### src/design/cssm_pkg.sv
// ----------------------------------------------------------------------------
// cssm_pkg
// Shared types and constants of the contact safety state machine: state
// codes, controller states, register indexes and the controller/datapath
// command and status bundles.
// ----------------------------------------------------------------------------
package cssm_pkg;

  // Width of the time registers as seen on the configuration port.
  localparam int CFG_TIME_W = 24;
  localparam int CFG_DATA_W = 24;
  localparam int CFG_ADDR_W = 3;
  localparam int ANGLE_LIM_W = 15;
  localparam int Q15_W = 16;
  localparam int ELAPSED_W = 24;

  // Recovery ramp fraction: quotient bits of 16384 * t / ramp with t < ramp.
  localparam int DIV_STEPS = 14;
  localparam int DIV_CNT_W = $clog2(DIV_STEPS);

  localparam logic [Q15_W-1:0] Q15_ONE  = 16'h8000;
  localparam logic [Q15_W-1:0] Q15_HALF = 16'h4000;
  localparam logic [Q15_W-1:0] Q15_ZERO = 16'h0000;

  // Configuration register indexes.
  localparam logic [CFG_ADDR_W-1:0] REG_GRACE_TIME    = 3'd0;
  localparam logic [CFG_ADDR_W-1:0] REG_LOSS_DEBOUNCE = 3'd1;
  localparam logic [CFG_ADDR_W-1:0] REG_REC_DEBOUNCE  = 3'd2;
  localparam logic [CFG_ADDR_W-1:0] REG_REC_RAMP      = 3'd3;
  localparam logic [CFG_ADDR_W-1:0] REG_MAX_ROLL      = 3'd4;
  localparam logic [CFG_ADDR_W-1:0] REG_MAX_PITCH     = 3'd5;
  localparam logic [CFG_ADDR_W-1:0] REG_SINGLE_SCALE  = 3'd6;

  typedef enum logic [2:0] {
    ST_AIR      = 3'd0,
    ST_FIRST    = 3'd1,
    ST_SECOND   = 3'd2,
    ST_DUAL     = 3'd3,
    ST_RECOVERY = 3'd4
  } safety_state_t;

  typedef enum logic [2:0] {
    FSM_IDLE,
    FSM_STEP_A,
    FSM_STEP_B,
    FSM_DIV,
    FSM_LOAD
  } cssm_fsm_t;

  typedef struct packed {
    logic capture;
    logic step_a;
    logic step_b;
    logic div_step;
    logic load;
  } cssm_cmd_t;

  typedef struct packed {
    logic div_needed;
    logic out_busy;
  } cssm_status_t;

endpackage

### src/design/cssm_ctrl.sv
// ----------------------------------------------------------------------------
// cssm_ctrl
// Sequencer of the contact safety state machine: accepts an item, walks the
// datapath through its update steps and the ramp divider, and loads the
// output register once it is free.
// ----------------------------------------------------------------------------
module cssm_ctrl (
  input  logic                  clk,
  input  logic                  rst_n,
  input  logic                  in_tvalid,
  output logic                  in_tready,
  input  cssm_pkg::cssm_status_t status,
  output cssm_pkg::cssm_cmd_t    cmd
);
  import cssm_pkg::*;

  cssm_fsm_t              fsm_r, fsm_nxt;
  logic [DIV_CNT_W-1:0]   div_cnt_r, div_cnt_nxt;

  always_ff @(posedge clk) begin
    if (!rst_n) begin
      fsm_r     <= FSM_IDLE;
      div_cnt_r <= '0;
    end else begin
      fsm_r     <= fsm_nxt;
      div_cnt_r <= div_cnt_nxt;
    end
  end

  // Next state.
  always_comb begin
    fsm_nxt     = fsm_r;
    div_cnt_nxt = div_cnt_r;
    case (fsm_r)
      FSM_IDLE: begin
        if (in_tvalid) begin
          fsm_nxt = FSM_STEP_A;
        end
      end
      FSM_STEP_A: begin
        fsm_nxt = FSM_STEP_B;
      end
      FSM_STEP_B: begin
        fsm_nxt     = FSM_DIV;
        div_cnt_nxt = '0;
      end
      FSM_DIV: begin
        if (!status.div_needed || div_cnt_r == DIV_CNT_W'(DIV_STEPS - 1)) begin
          fsm_nxt = FSM_LOAD;
        end else begin
          div_cnt_nxt = div_cnt_r + 1'b1;
        end
      end
      FSM_LOAD: begin
        if (!status.out_busy) begin
          fsm_nxt = FSM_IDLE;
        end
      end
      default: begin
        fsm_nxt = FSM_IDLE;
      end
    endcase
  end

  // Outputs.
  always_comb begin
    in_tready    = 1'b0;
    cmd          = '0;
    case (fsm_r)
      FSM_IDLE: begin
        in_tready   = 1'b1;
        cmd.capture = in_tvalid;
      end
      FSM_STEP_A: begin
        cmd.step_a = 1'b1;
      end
      FSM_STEP_B: begin
        cmd.step_b = 1'b1;
      end
      FSM_DIV: begin
        cmd.div_step = status.div_needed;
      end
      FSM_LOAD: begin
        cmd.load = !status.out_busy;
      end
      default: begin
        cmd = '0;
      end
    endcase
  end

endmodule

### src/design/cssm_dp.sv
// ----------------------------------------------------------------------------
// cssm_dp
// Datapath of the contact safety state machine: configuration registers,
// grace and debounce timers, state register, serial ramp divider and the
// output register.
// ----------------------------------------------------------------------------
module cssm_dp #(
  parameter int TIME_BITS  = 24,
  parameter int ANGLE_BITS = 16
) (
  input  logic                              clk,
  input  logic                              rst_n,
  input  logic                              cfg_we,
  input  logic [cssm_pkg::CFG_ADDR_W-1:0]   cfg_addr,
  input  logic [cssm_pkg::CFG_DATA_W-1:0]   cfg_wdata,
  input  logic [1:0]                        grounded_mask,
  input  logic signed [15:0]                roll_angle,
  input  logic signed [15:0]                pitch_angle,
  input  logic [15:0]                       tick_us,
  input  cssm_pkg::cssm_cmd_t               cmd,
  output cssm_pkg::cssm_status_t            status,
  input  logic                              out_tready,
  output logic                              out_tvalid,
  output logic [2:0]                        safety_state,
  output logic                              state_switched,
  output logic                              one_wheel_support,
  output logic                              airborne,
  output logic [cssm_pkg::Q15_W-1:0]        authority,
  output logic [cssm_pkg::ELAPSED_W-1:0]    elapsed_in_state_us,
  output logic [1:0]                        effective_grounded_mask
);
  import cssm_pkg::*;

  localparam int CMP_W = (TIME_BITS > CFG_TIME_W) ? TIME_BITS : CFG_TIME_W;
  localparam int MAG_W = (ANGLE_BITS > ANGLE_LIM_W) ? ANGLE_BITS : ANGLE_LIM_W;
  localparam int EXT_W = (ANGLE_BITS > 16) ? ANGLE_BITS : 16;
  localparam logic [TIME_BITS-1:0] TIME_MAX = '1;

  // Configuration registers.
  logic [CFG_TIME_W-1:0]  grace_time_r, loss_deb_r, rec_deb_r, ramp_r;
  logic [ANGLE_LIM_W-1:0] max_roll_r, max_pitch_r;
  logic [Q15_W-1:0]       scale_r;

  always_ff @(posedge clk) begin
    if (!rst_n) begin
      grace_time_r <= 24'd50000;
      loss_deb_r   <= 24'd20000;
      rec_deb_r    <= 24'd50000;
      ramp_r       <= 24'd300000;
      max_roll_r   <= 15'd1434;
      max_pitch_r  <= 15'd1434;
      scale_r      <= 16'd19661;
    end else if (cfg_we) begin
      case (cfg_addr)
        REG_GRACE_TIME:    grace_time_r <= cfg_wdata;
        REG_LOSS_DEBOUNCE: loss_deb_r   <= cfg_wdata;
        REG_REC_DEBOUNCE:  rec_deb_r    <= cfg_wdata;
        REG_REC_RAMP:      ramp_r       <= cfg_wdata;
        REG_MAX_ROLL:      max_roll_r   <= cfg_wdata[ANGLE_LIM_W-1:0];
        REG_MAX_PITCH:     max_pitch_r  <= cfg_wdata[ANGLE_LIM_W-1:0];
        REG_SINGLE_SCALE:  scale_r      <= cfg_wdata[Q15_W-1:0];
        default: ;
      endcase
    end
  end

  // Captured item.
  logic [1:0]        mask_r;
  logic signed [15:0] roll_r, pitch_r;
  logic [15:0]       tick_r;

  always_ff @(posedge clk) begin
    if (cmd.capture) begin
      mask_r  <= grounded_mask;
      roll_r  <= roll_angle;
      pitch_r <= pitch_angle;
      tick_r  <= tick_us;
    end
  end

  // Block state.
  logic [TIME_BITS-1:0] grace_first_r, grace_second_r, state_time_r, cand_time_r;
  logic [TIME_BITS-1:0] st_sum_r;
  safety_state_t        cur_state_r, cand_state_r, prev_state_r;
  safety_state_t        requested_r, observed_r;
  logic                 roll_ok_r, pitch_ok_r;

  // Step A: grace timers, request mapping, candidate and time sums, angle limit checks.
  logic [TIME_BITS-1:0] tick_ext, grace_load, grace_first_nxt, grace_second_nxt;
  logic [TIME_BITS:0]   st_add, cand_add;
  logic [TIME_BITS-1:0] st_sat, cand_sat;
  safety_state_t        observed, requested;
  logic [EXT_W-1:0]     roll_ext, pitch_ext;
  logic [ANGLE_BITS-1:0] roll_v, pitch_v, roll_mag, pitch_mag;

  always_comb begin
    tick_ext   = TIME_BITS'(tick_r);
    grace_load = (CMP_W'(grace_time_r) > CMP_W'(TIME_MAX)) ? TIME_MAX
                                                            : TIME_BITS'(grace_time_r);
    grace_first_nxt  = mask_r[0] ? grace_load :
                       (grace_first_r > tick_ext) ? grace_first_r - tick_ext : '0;
    grace_second_nxt = mask_r[1] ? grace_load :
                       (grace_second_r > tick_ext) ? grace_second_r - tick_ext : '0;

    st_add   = {1'b0, state_time_r} + {1'b0, tick_ext};
    cand_add = {1'b0, cand_time_r} + {1'b0, tick_ext};
    st_sat   = st_add[TIME_BITS] ? TIME_MAX : st_add[TIME_BITS-1:0];
    cand_sat = cand_add[TIME_BITS] ? TIME_MAX : cand_add[TIME_BITS-1:0];

    case (mask_r)
      2'b11:   observed = ST_DUAL;
      2'b01:   observed = ST_FIRST;
      2'b10:   observed = ST_SECOND;
      default: observed = ST_AIR;
    endcase
    requested = (observed == ST_DUAL && cur_state_r != ST_DUAL) ? ST_RECOVERY : observed;

    // Magnitudes over the low ANGLE_BITS of the sign-extended angles; the most
    // negative code keeps its own pattern, read as unsigned.
    roll_ext  = EXT_W'(roll_r);
    pitch_ext = EXT_W'(pitch_r);
    roll_v    = roll_ext[ANGLE_BITS-1:0];
    pitch_v   = pitch_ext[ANGLE_BITS-1:0];
    roll_mag  = roll_v[ANGLE_BITS-1] ? (~roll_v + 1'b1) : roll_v;
    pitch_mag = pitch_v[ANGLE_BITS-1] ? (~pitch_v + 1'b1) : pitch_v;
  end

  // Step B: debounce decision, recovery exit and divider start.
  logic [CFG_TIME_W-1:0] deb;
  logic                  switch_req, st_ge, ramp_zero, st1_ge, exit_rec;
  safety_state_t         cur1;
  logic [TIME_BITS-1:0]  st1;
  logic [CMP_W-1:0]      st1_ext;

  always_comb begin
    deb        = (requested_r == ST_RECOVERY) ? rec_deb_r : loss_deb_r;
    switch_req = (requested_r != cur_state_r) && (CMP_W'(cand_time_r) >= CMP_W'(deb));
    st_ge      = CMP_W'(st_sum_r) >= CMP_W'(ramp_r);
    ramp_zero  = (ramp_r == '0);
    cur1       = switch_req ? requested_r : cur_state_r;
    st1        = switch_req ? '0 : st_sum_r;
    st1_ge     = switch_req ? ramp_zero : st_ge;
    exit_rec   = (cur1 == ST_RECOVERY) && (observed_r == ST_DUAL) && st1_ge &&
                 roll_ok_r && pitch_ok_r;
    st1_ext    = CMP_W'(st1);
  end

  // Ramp divider: restoring division, one quotient bit a step.
  logic [CFG_TIME_W-1:0] rem_r;
  logic [DIV_STEPS-1:0]  quot_r;
  logic                  div_needed_r;
  logic [CFG_TIME_W:0]   rem_shift, rem_diff;
  logic                  rem_ge;

  always_comb begin
    rem_shift = {rem_r, 1'b0};
    rem_ge    = rem_shift >= {1'b0, ramp_r};
    rem_diff  = rem_shift - {1'b0, ramp_r};
  end

  always_ff @(posedge clk) begin
    if (!rst_n) begin
      grace_first_r  <= '0;
      grace_second_r <= '0;
      state_time_r   <= '0;
      cand_time_r    <= '0;
      cur_state_r    <= ST_AIR;
      cand_state_r   <= ST_AIR;
      prev_state_r   <= ST_AIR;
      div_needed_r   <= 1'b0;
    end else begin
      if (cmd.step_a) begin
        grace_first_r  <= grace_first_nxt;
        grace_second_r <= grace_second_nxt;
        prev_state_r   <= cur_state_r;
        if (requested != cand_state_r) begin
          cand_state_r <= requested;
          cand_time_r  <= '0;
        end else begin
          cand_time_r  <= cand_sat;
        end
      end
      if (cmd.step_b) begin
        if (exit_rec) begin
          cur_state_r  <= ST_DUAL;
          cand_state_r <= ST_DUAL;
          state_time_r <= '0;
          cand_time_r  <= '0;
        end else begin
          cur_state_r  <= cur1;
          state_time_r <= st1;
        end
        div_needed_r <= (cur1 == ST_RECOVERY) && !exit_rec && !st1_ge;
      end
    end
  end

  always_ff @(posedge clk) begin
    if (cmd.step_a) begin
      st_sum_r    <= st_sat;
      requested_r <= requested;
      observed_r  <= observed;
      roll_ok_r   <= MAG_W'(roll_mag) <= MAG_W'(max_roll_r);
      pitch_ok_r  <= MAG_W'(pitch_mag) <= MAG_W'(max_pitch_r);
    end
    if (cmd.step_b) begin
      // Only meaningful when the time is below the ramp, so it fits the ramp width.
      rem_r  <= st1_ext[CFG_TIME_W-1:0];
      quot_r <= '0;
    end else if (cmd.div_step) begin
      rem_r  <= rem_ge ? rem_diff[CFG_TIME_W-1:0] : rem_shift[CFG_TIME_W-1:0];
      quot_r <= {quot_r[DIV_STEPS-2:0], rem_ge};
    end
  end

  // Output register.
  logic [Q15_W-1:0] auth_nxt;
  logic [CMP_W-1:0] st_out_ext;
  logic             out_tvalid_r;

  always_comb begin
    case (cur_state_r)
      ST_AIR:              auth_nxt = Q15_ZERO;
      ST_FIRST, ST_SECOND: auth_nxt = (scale_r > Q15_ONE) ? Q15_ONE : scale_r;
      ST_RECOVERY:         auth_nxt = div_needed_r ? (Q15_HALF + Q15_W'(quot_r)) : Q15_ONE;
      default:             auth_nxt = Q15_ONE;
    endcase
    st_out_ext = CMP_W'(state_time_r);
  end

  always_ff @(posedge clk) begin
    if (!rst_n) begin
      out_tvalid_r <= 1'b0;
    end else if (cmd.load) begin
      out_tvalid_r <= 1'b1;
    end else if (out_tready) begin
      out_tvalid_r <= 1'b0;
    end
  end

  always_ff @(posedge clk) begin
    if (cmd.load) begin
      safety_state            <= cur_state_r;
      state_switched          <= (cur_state_r != prev_state_r);
      one_wheel_support       <= (cur_state_r == ST_FIRST) || (cur_state_r == ST_SECOND);
      airborne                <= (cur_state_r == ST_AIR);
      authority               <= auth_nxt;
      elapsed_in_state_us     <= st_out_ext[ELAPSED_W-1:0];
      effective_grounded_mask <= {grace_second_r != '0, grace_first_r != '0};
    end
  end

  assign out_tvalid        = out_tvalid_r;
  assign status.out_busy   = out_tvalid_r && !out_tready;
  assign status.div_needed = div_needed_r;

endmodule

### src/design/contact_safety_state_machine.sv
// ----------------------------------------------------------------------------
// contact_safety_state_machine
// Support-state tracker for a two-wheeled body: grace-extended wheel contact,
// debounced state changes, a recovery phase and a ramped control authority.
// ----------------------------------------------------------------------------
// Usage. Each control tick is one transfer on the in_ channel; it carries the
// raw contact mask, roll, pitch and the tick length in microseconds. Every
// input transfer yields exactly one result transfer on the out_ channel with
// the new safety state, a change flag, support flags, the authority in Q1.15,
// the time spent in the state and the grace-extended contact mask.
// Sequence. The item is taken in two update steps. In recovery, before the
// ramp time is reached, a serial restoring divider then works out the ramp
// fraction one quotient bit per cycle, 14 bits in all; otherwise the divider
// does not run. The result is then loaded into the output register as soon
// as that is free, and the next item can be accepted in the cycle after the
// load.
// Stalls. The result sits in an output register, so a new tick is accepted
// while the previous result still waits; the block only holds in_tready low
// while it is busy, or while a finished result cannot be loaded because
// the output register is still full.
// Reset (rst_n, synchronous, active low) gives airborne with all timers zero,
// restores the default configuration and drops out_tvalid.
// Configuration writes (cfg_we, cfg_addr, cfg_wdata) take effect at once and
// are meant for times when no tick is in flight.
// ----------------------------------------------------------------------------
module contact_safety_state_machine #(
  parameter int TIME_BITS  = 24,
  parameter int ANGLE_BITS = 16
) (
  input  logic                            clk,
  input  logic                            rst_n,
  // Configuration write port.
  input  logic                            cfg_we,
  input  logic [cssm_pkg::CFG_ADDR_W-1:0] cfg_addr,
  input  logic [cssm_pkg::CFG_DATA_W-1:0] cfg_wdata,
  // Input channel.
  input  logic                            in_tvalid,
  output logic                            in_tready,
  // grounded_mask[1:0], roll_angle[17:2], pitch_angle[33:18], tick_us[49:34],
  // zero fill [55:50]
  input  logic [55:0]                     in_tdata,
  // Result channel.
  output logic                            out_tvalid,
  input  logic                            out_tready,
  // safety_state[2:0], state switch flag[3], one-wheel support flag[4],
  // airborne[5], authority[21:6], elapsed_in_state_us[45:22],
  // effective_grounded_mask[47:46]
  output logic [47:0]                     out_tdata
);
  import cssm_pkg::*;

  cssm_cmd_t    cmd;
  cssm_status_t status;

  logic [2:0]           safety_state;
  logic                 state_switched, one_wheel_support, airborne;
  logic [Q15_W-1:0]     authority;
  logic [ELAPSED_W-1:0] elapsed_in_state_us;
  logic [1:0]           effective_grounded_mask;

  cssm_ctrl u_ctrl (
    .clk       (clk),
    .rst_n     (rst_n),
    .in_tvalid (in_tvalid),
    .in_tready (in_tready),
    .status    (status),
    .cmd       (cmd)
  );

  cssm_dp #(
    .TIME_BITS  (TIME_BITS),
    .ANGLE_BITS (ANGLE_BITS)
  ) u_dp (
    .clk                     (clk),
    .rst_n                   (rst_n),
    .cfg_we                  (cfg_we),
    .cfg_addr                (cfg_addr),
    .cfg_wdata               (cfg_wdata),
    .grounded_mask           (in_tdata[1:0]),
    .roll_angle              (in_tdata[17:2]),
    .pitch_angle             (in_tdata[33:18]),
    .tick_us                 (in_tdata[49:34]),
    .cmd                     (cmd),
    .status                  (status),
    .out_tready              (out_tready),
    .out_tvalid              (out_tvalid),
    .safety_state            (safety_state),
    .state_switched          (state_switched),
    .one_wheel_support       (one_wheel_support),
    .airborne                (airborne),
    .authority               (authority),
    .elapsed_in_state_us     (elapsed_in_state_us),
    .effective_grounded_mask (effective_grounded_mask)
  );

  // The zero fill bits of in_tdata carry nothing and are left unread.
  assign out_tdata = {effective_grounded_mask, elapsed_in_state_us, authority,
                      airborne, one_wheel_support, state_switched, safety_state};

endmodule

### config.mk
export PLATFORM = sky130hd
export DESIGN_NAME = contact_safety_state_machine
export DESIGN_NICKNAME = d
export VERILOG_FILES = /design/src/design/cssm_pkg.sv /design/src/design/cssm_ctrl.sv /design/src/design/cssm_dp.sv /design/src/design/contact_safety_state_machine.sv
export SDC_FILE = /design/constraint.sdc
export NUM_CORES = 1
export LEC_CHECK = 0
export ABC_CLOCK_PERIOD_IN_PS = 4900
export BUFFER_PORTS_ARGS = -buffer_cell sky130_fd_sc_hd__buf_2
export CELL_PAD_IN_SITES_DETAIL_PLACEMENT = 1
export CELL_PAD_IN_SITES_GLOBAL_PLACEMENT = 1
export CORE_ASPECT_RATIO = 0.6
export CORE_MARGIN = 2
export CORE_UTILIZATION = 30
export CTS_CLUSTER_SIZE = 14
export DETAILED_ROUTE_END_ITERATION = 7
export PLACE_DENSITY = 0.66
export SETUP_SLACK_MARGIN = 0.3
export SKIP_CTS_REPAIR_TIMING = 1
export SLEW_MARGIN = 20
export SYNTH_ARGS = -nofsm -noshare
export SYNTH_HDL_FRONTEND = slang
export SYNTH_SLANG_ARGS = --single-unit
### constraint.sdc
create_clock -name clk -period 4.9 [get_ports clk]
set_input_delay 0.98 -clock clk [delete_from_list [all_inputs] [get_ports clk]]
set_output_delay 0.98 -clock clk [all_outputs]
set_load 0.01 [all_outputs]
==> results of run 1 <==
[Yosys cell counts, drive strengths merged (41+ instances only)]
| cell type | instances |
|---|---|
| nand2 | 451 |
| dfxtp | 270 |
| a21oi | 239 |
| ha | 170 |
| edfxtp | 153 |
| o21ai | 151 |
| nor2 | 122 |
| inv | 106 |
| clkbuf | 95 |
| nand3 | 82 |
| xnor2 | 71 |
| nor3 | 46 |
| a22o | 41 |
[report_power, final]
group          internal (mW)  switching, mW
sequential              3.86          0.220
clock                   1.90           1.51
combinational          0.657           1.09
[layer usage]
layer	routed length, um	part of all wire
met1	40600	0.50
met2	32700	0.40
met3	6520	0.080
met4	1360	0.017
met5	13	0.00016
[area by class of cell]
| type | count | area, um^2 |
|---|---|---|
| fillers | 8807 | 49500 |
| multi-input cells | 1894 | 12000 |
| flip-flops and latches | 423 | 10000 |
| well taps | 1000 | 1250 |
| clock buffers | 59 | 1250 |
| repair buffers | 159 | 891 |
| inverters | 106 | 400 |
| clock inverters | 21 | 163 |
| diodes | 1 | 2.50 |
[worst min path at each step]
stage	startpoint	endpoint	slack (ns)	depth (start not counted)
6_report	u_dp.max_pitch_r[12]	u_dp.max_pitch_r[12]	0.46	2
2_1_floorplan	u_dp.cur_state_r[0]	u_dp.safety_state[0]	0.41	0
3_5_place_dp	u_dp.loss_deb_r[20]	u_dp.loss_deb_r[20]	0.45	2
4_1_cts	u_dp.loss_deb_r[20]	u_dp.loss_deb_r[20]	0.46	2
5_1_grt	u_dp.loss_deb_r[20]	u_dp.loss_deb_r[20]	0.48	2
3_3_place_gp	u_dp.grace_first_r[18]	u_dp.grace_first_r[18]	0.44	2
[through the flow]
| stage | instances | power (mW) |
|---|---|---|
| 2_1_floorplan | 2543 | 5.25 |
| 3_3_place_gp | 3582 | 5.78 |
| 3_5_place_dp | 3582 | 5.87 |
| 4_1_cts | 3662 | 9.29 |
| 5_1_grt | 3663 | 9.67 |
| 6_report | 3663 | 9.24 |
[cell usage in the layout, fill, tap and decap left out, drive strengths merged, types with 16 or more instances in the layout]
cell type	n
inv	109
a21oi	239
mux2i	28
a22o	41
o21a	34
a31oi	16
nor2b	19
o211ai	32
a211oi	18
nand3	82
a22oi	30
xor2	24
nor4	24
nor3	46
edfxtp	153
nand4	17
nand2b	25
ha	170
buf	159
nand2	451
dfxtp	270
clkbuf	59
a221oi	17
o21ai	151
xnor2	71
a21o	33
nor2	122
and3	19
[kinds of logic (layout without fill, tap and decap cells)]
family | Yosys count | count (layout)
AND/OR/NAND/NOR | 886 | 886
AO/OA/AOI/OAI | 700 | 700
flip-flops | 423 | 423
buffers and inverters | 226 | 345
adder cells (fa/ha/maj) | 175 | 175
XOR/XNOR | 95 | 95
multiplexers | 38 | 38
other | 0 | 1
[critical path: stages, from the launching register on]
cell	delay, ns
edfxtp_1	0.44
nor3b_2	0.28
buf_12	0.25
mux2i_1	0.35
ha_1	0.31
a21oi_1	0.16
o21ai_0	0.10
a31o_2	0.23
a2111o_1	0.41
o32ai_2	0.41
or2_0	0.24
and2_2	0.39
and3_4	0.44
a22o_1	0.19
==> flow_metrics.py, run 1 <==
metrics = {
    "status": {
        "run_status": "completed",
    },
    "synth": {
        "synth-xor-area-share": 0.0365,
        "synth_area_leaders": "dfxtp_1 (24%), edfxtp_1 (20%), ha_1 (9.3%)",
        "ys.warnings.count": 0,
        "yosys.area.top_type": "dfxtp_1",
        "synthArstFlopShare": 0,
        "synth.top_cell.area_share": 0.237,
        "synth_fp_nets": 2806,
        "synth_compound_area_frac": 0.194,
        "synthAdderAreaFrac": 0.0976,
        "synth_cell_type_count": 74,
        "synth_cells": 2543,
        "ys_dominant_reg_cell": "dfxtp_1",
        "synth_area_per_cell_um2": 8.97,
        "yosysSeqAreaShare": 0.438,
        "ys_ff_latch": 423,
        "synthSimpleGateAreaFrac": 0.177,
        "synth_area_um2": 22800,
        "synth_top_family_by_area": "compound AO/OA/AOI/OAI gates",
        "synth_edf_count": 153,
        "muxShareOfSynthArea": 0.0174,
    },
    "setup_path": {
        "reg2reg_to": "u_dp.st_out_ext[7]",
        "crit_required_ns": 5.40,
        "path_class": "register to register",
        "crit_end": "u_dp.st_out_ext[7]",
        "worst_ep_arrival_time_ns": 4.78,
        "path_max_fanout": 25,
        "critPathLaunch": "u_dp.requested_r[0]",
        "endpoint_kind": "register",
        "rr_worst_depth": 13,
        "start_kind": "register",
        "reg2reg_slack_ns": 0.62,
        "rr_startpoint": "u_dp.requested_r[0]",
    },
    "routing": {
        "drtPass1Iterations": 5,
        "wl_per_cell_um": 22.2,
        "routed_via_density": 5.43,
        "wirelength_um": 81200,
        "route.detailed.drc": 0,
        "antenna_left": 0,
        "drt_iter0_markers": 1570,
        "route.vias.total": 19893,
    },
    "die": {
        "core-area_um2": 75400,
        "initial_core_util": 0.303,
        "dieHeight_um": 218,
        "io_pins": 138,
        "die_x_um": 360,
        "core.rowCount": 78,
        "die_area_um2": 78400,
    },
    "clock_network": {
        "clockBufferDepth": 3,
        "numCtsBuffers": 44,
        "clk_latency_ns": 0.58,
        "clk_pin_slew_ns": 0.07,
        "clock-sinks": 423,
        "htreeDepth": 2,
        "cts_tree": "built",
        "cts-root-buf": "clkbuf_16",
    },
    "grt": {
        "antenna_found_initial": 4,
        "top_usage_layer": "met1",
        "grt.met2_usage": 0.288,
        "grt_max_degree": 66,
        "use_met1": 0.307,
        "grt_pass1_vias": 19848,
        "grt_remaining_overflow": 0,
        "grt_use_total": 0.202,
        "grt_use_met3": 0.0481,
        "grt_pass1_wl_um": 123000,
    },
    "sta": {
        "tightest_slew_ns": 1.04,
        "drv_slew": 0,
        "period_needed_ns": 4.28,
        "finalCritPeriodShare": 0.873,
        "relSlewSlack": 0.302,
        "finalSetupViolations": 0,
        "layout_setup_ws_ns": 0.624,
        "clock.fmax_ghz": 0.234,
        "hold_ws_ns": 0.458,
        "tns_ns": 0,
        "rsz0062_at_grt": "no",
        "fin_skew_ns": 0.0310,
        "finalHoldViolCount": 0,
    },
    "placed_design": {
        "gp_congestion": 0.908,
        "pre_cts_slack_ns": 0.471,
        "portBuffers": 131,
        "placed_area_um2": 24500,
        "dpl.hpwl_um": 60500,
    },
    "pwr": {
        "power_leakage_nw": 10.1,
        "ir_drop_mv": 0.202,
        "power_density_nw_per_um2": 356,
    },
    "cells_and_area": {
        "drive_gt1_frac": 0.104,
        "fin_nets": 2891,
        "final_util": 0.344,
        "final_cell_area_um2": 25900,
        "area.growth.synth_to_final_pct": 13.6,
    },
    "hold_path": {
        "hold_class": "register to register",
    },
    "flow_run": {
        "cap_violations": 0,
    },
}
No activity file was read; power rests on OpenSTA's default activity.
==> run 2, diff against run 1 <==
--- a/config.mk
+++ b/config.mk
@@ -12,6 +12,7 @@
 export CORE_ASPECT_RATIO = 0.6
 export CORE_MARGIN = 2
 export CORE_UTILIZATION = 30
+export CTS_BUF_LIST = sky130_fd_sc_hd__clkbuf_8
 export CTS_CLUSTER_SIZE = 14
 export DETAILED_ROUTE_END_ITERATION = 7
 export PLACE_DENSITY = 0.66
==> run 2 against run 1 <==
Sequential share of layout area rose by 0.095 points. Clock-buffer cell count rose by 18. Via count rose by 1.0%. Final area fell by 0.25%. Global-route usage rose by 0.18 points.
==> flow_metrics.py, run 2 (synthesis results as in run 1) <==
metrics = {
    "status": {
        "run_status": "completed",
    },
    "die": {
        "core-area_um2": 75400,
        "initial_core_util": 0.303,
        "die_area_um2": 78400,
        "io_pins": 138,
        "dieHeight_um": 218,
        "die_x_um": 360,
        "core.rowCount": 78,
    },
    "pwr": {
        "p_clk_frac": 0.350,
        "power_mw": 8.97,
        "pwr-share-comb": 0.194,
        "ir_drop_mv": 0.134,
        "power_frac_seq": 0.455,
        "power_density_nw_per_um2": 347,
        "sw_frac_of_total": 0.321,
        "power_leakage_nw": 10.1,
        "cellInternalPower_mw": 6.09,
        "power.switching_mw": 2.88,
    },
    "placed_design": {
        "pre_cts_slack_ns": 0.471,
        "portBuffers": 131,
        "gp_congestion": 0.908,
        "placed_area_um2": 24500,
        "dpl.hpwl_um": 60500,
        "place_inst": 3582,
    },
    "sta": {
        "finalCritPeriodShare": 0.876,
        "rsz0062_at_grt": "no",
        "fin_skew_ns": 0.0321,
        "period_needed_ns": 4.29,
        "relSlewSlack": 0.299,
        "tns_ns": 0,
        "finalHoldViolCount": 0,
        "finalSetupViolations": 0,
        "hold_ws_ns": 0.454,
        "drv_slew": 0,
        "tightest_slew_ns": 1.05,
        "layout_setup_ws_ns": 0.606,
        "clock.fmax_ghz": 0.233,
    },
    "setup_path": {
        "start_kind": "register",
        "path_max_fanout": 25,
        "critPathTopFamily": "compound AO/OA/AOI/OAI gates",
        "path_class": "register to register",
        "crit_chain": "nor3b_2 > buf_12 > mux2i_1 > ha_1 > a21oi_1 > o21ai_0 > a31o_2 > a2111o_1 > o32ai_2 > or2_0 > and2_2 > and3_4 > a22o_1",
        "critPathMaxStageDelay_ns": 0.43,
        "path_buf_inv": 1,
        "crit_required_ns": 5.50,
        "endpoint_kind": "register",
        "worst_ep_arrival_time_ns": 4.90,
        "slowest_stage": "edfxtp_1",
    },
    "clock_network": {
        "clock-sinks": 423,
        "clk_latency_ns": 0.69,
        "clockBufferDepth": 3,
        "numCtsBuffers": 70,
        "htreeDepth": 3,
        "cts-root-buf": "clkbuf_8",
        "clk_pin_slew_ns": 0.06,
        "cts_tree": "built",
    },
    "routing": {
        "drt_iter0_markers": 1613,
        "route.vias.total": 20093,
        "route.detailed.drc": 0,
        "drtPass1Iterations": 5,
        "routed_via_density": 5.41,
        "wl_per_cell_um": 21.9,
        "wirelength_um": 81400,
        "antenna_left": 0,
    },
    "grt": {
        "grt_remaining_overflow": 0,
        "grt_pass1_wl_um": 124000,
        "antenna_found_initial": 4,
        "grt_max_degree": 66,
        "grt_pass1_vias": 20079,
        "grt_use_total": 0.204,
    },
    "cells_and_area": {
        "drive_gt1_frac": 0.111,
        "fin_nets": 2917,
        "stdcell_count": 3711,
        "fill_cells": 8844,
        "seqCellArea_um2": 10000,
        "mostFrequentLayoutCells": "nand2_1 (451), dfxtp_1 (270), a21oi_1 (238)",
        "final_util": 0.343,
        "final_common_cell": "nand2_1",
        "area.growth.synth_to_final_pct": 13.3,
        "multiInputGateArea_um2": 12000,
        "final_cell_area_um2": 25900,
    },
    "flow_run": {
        "cap_violations": 0,
    },
    "hold_path": {
        "hold_class": "register to register",
    },
}
-- run 2: cell types whose count changed in the layout (fill, tap and decap cells not counted), sizes merged --
cell      delta
clkinv       +2
clkinvlp     +2
inv         +26
clkbuf      +18
-- run 2: per-layer routing --
metal  up-vias  part of all wire  track usage
met5         -           0.00016            0
met4         2             0.023       0.0555
met3       121             0.082       0.0544
met2       602              0.40        0.285
met1      9972              0.50        0.304
li1       9396                 -            -
-- run 2: worst min-delay path, stage by stage (launching register included) --
cell     delay, ns
dfxtp_1       0.32
nand2_1       0.06
nand2_1       0.04
-- run 2: final timing paths --
kind              slack (ns)                   to  cells past startpoint                start
setup / recovery        0.61  u_dp.st_out_ext[13]                     13  u_dp.requested_r[0]
hold / removal          0.45       u_dp.quot_r[9]                      2       u_dp.quot_r[8]
setup reg to reg        0.61  u_dp.st_out_ext[13]                     13  u_dp.requested_r[0]
hold reg to reg         0.45       u_dp.quot_r[9]                      2       u_dp.quot_r[8]
-- run 2: area by class of cell --
type                            instances  share of cell area
Antenna cell                            1           0.0000968
Clock buffer                           77              0.0410
Clock inverter                         51              0.0111
Inverter                              106              0.0155
Multi-Input combinational cell       1894               0.463
Sequential cell                       423               0.387
Tap cell                             1000              0.0484
Timing Repair Buffer                  159              0.0344
-- run 2: power by group through the flow --
stage          Combinational (mW)  Clock (mW)  Sequential, mW
6_report                     1.75        3.14            4.09
5_1_grt                      1.93        3.39            4.10
4_1_cts                      1.73        3.23            4.08
3_5_place_dp                 1.71           0            4.15
3_3_place_gp                 1.63           0            4.14
2_1_floorplan                1.21           0            4.04
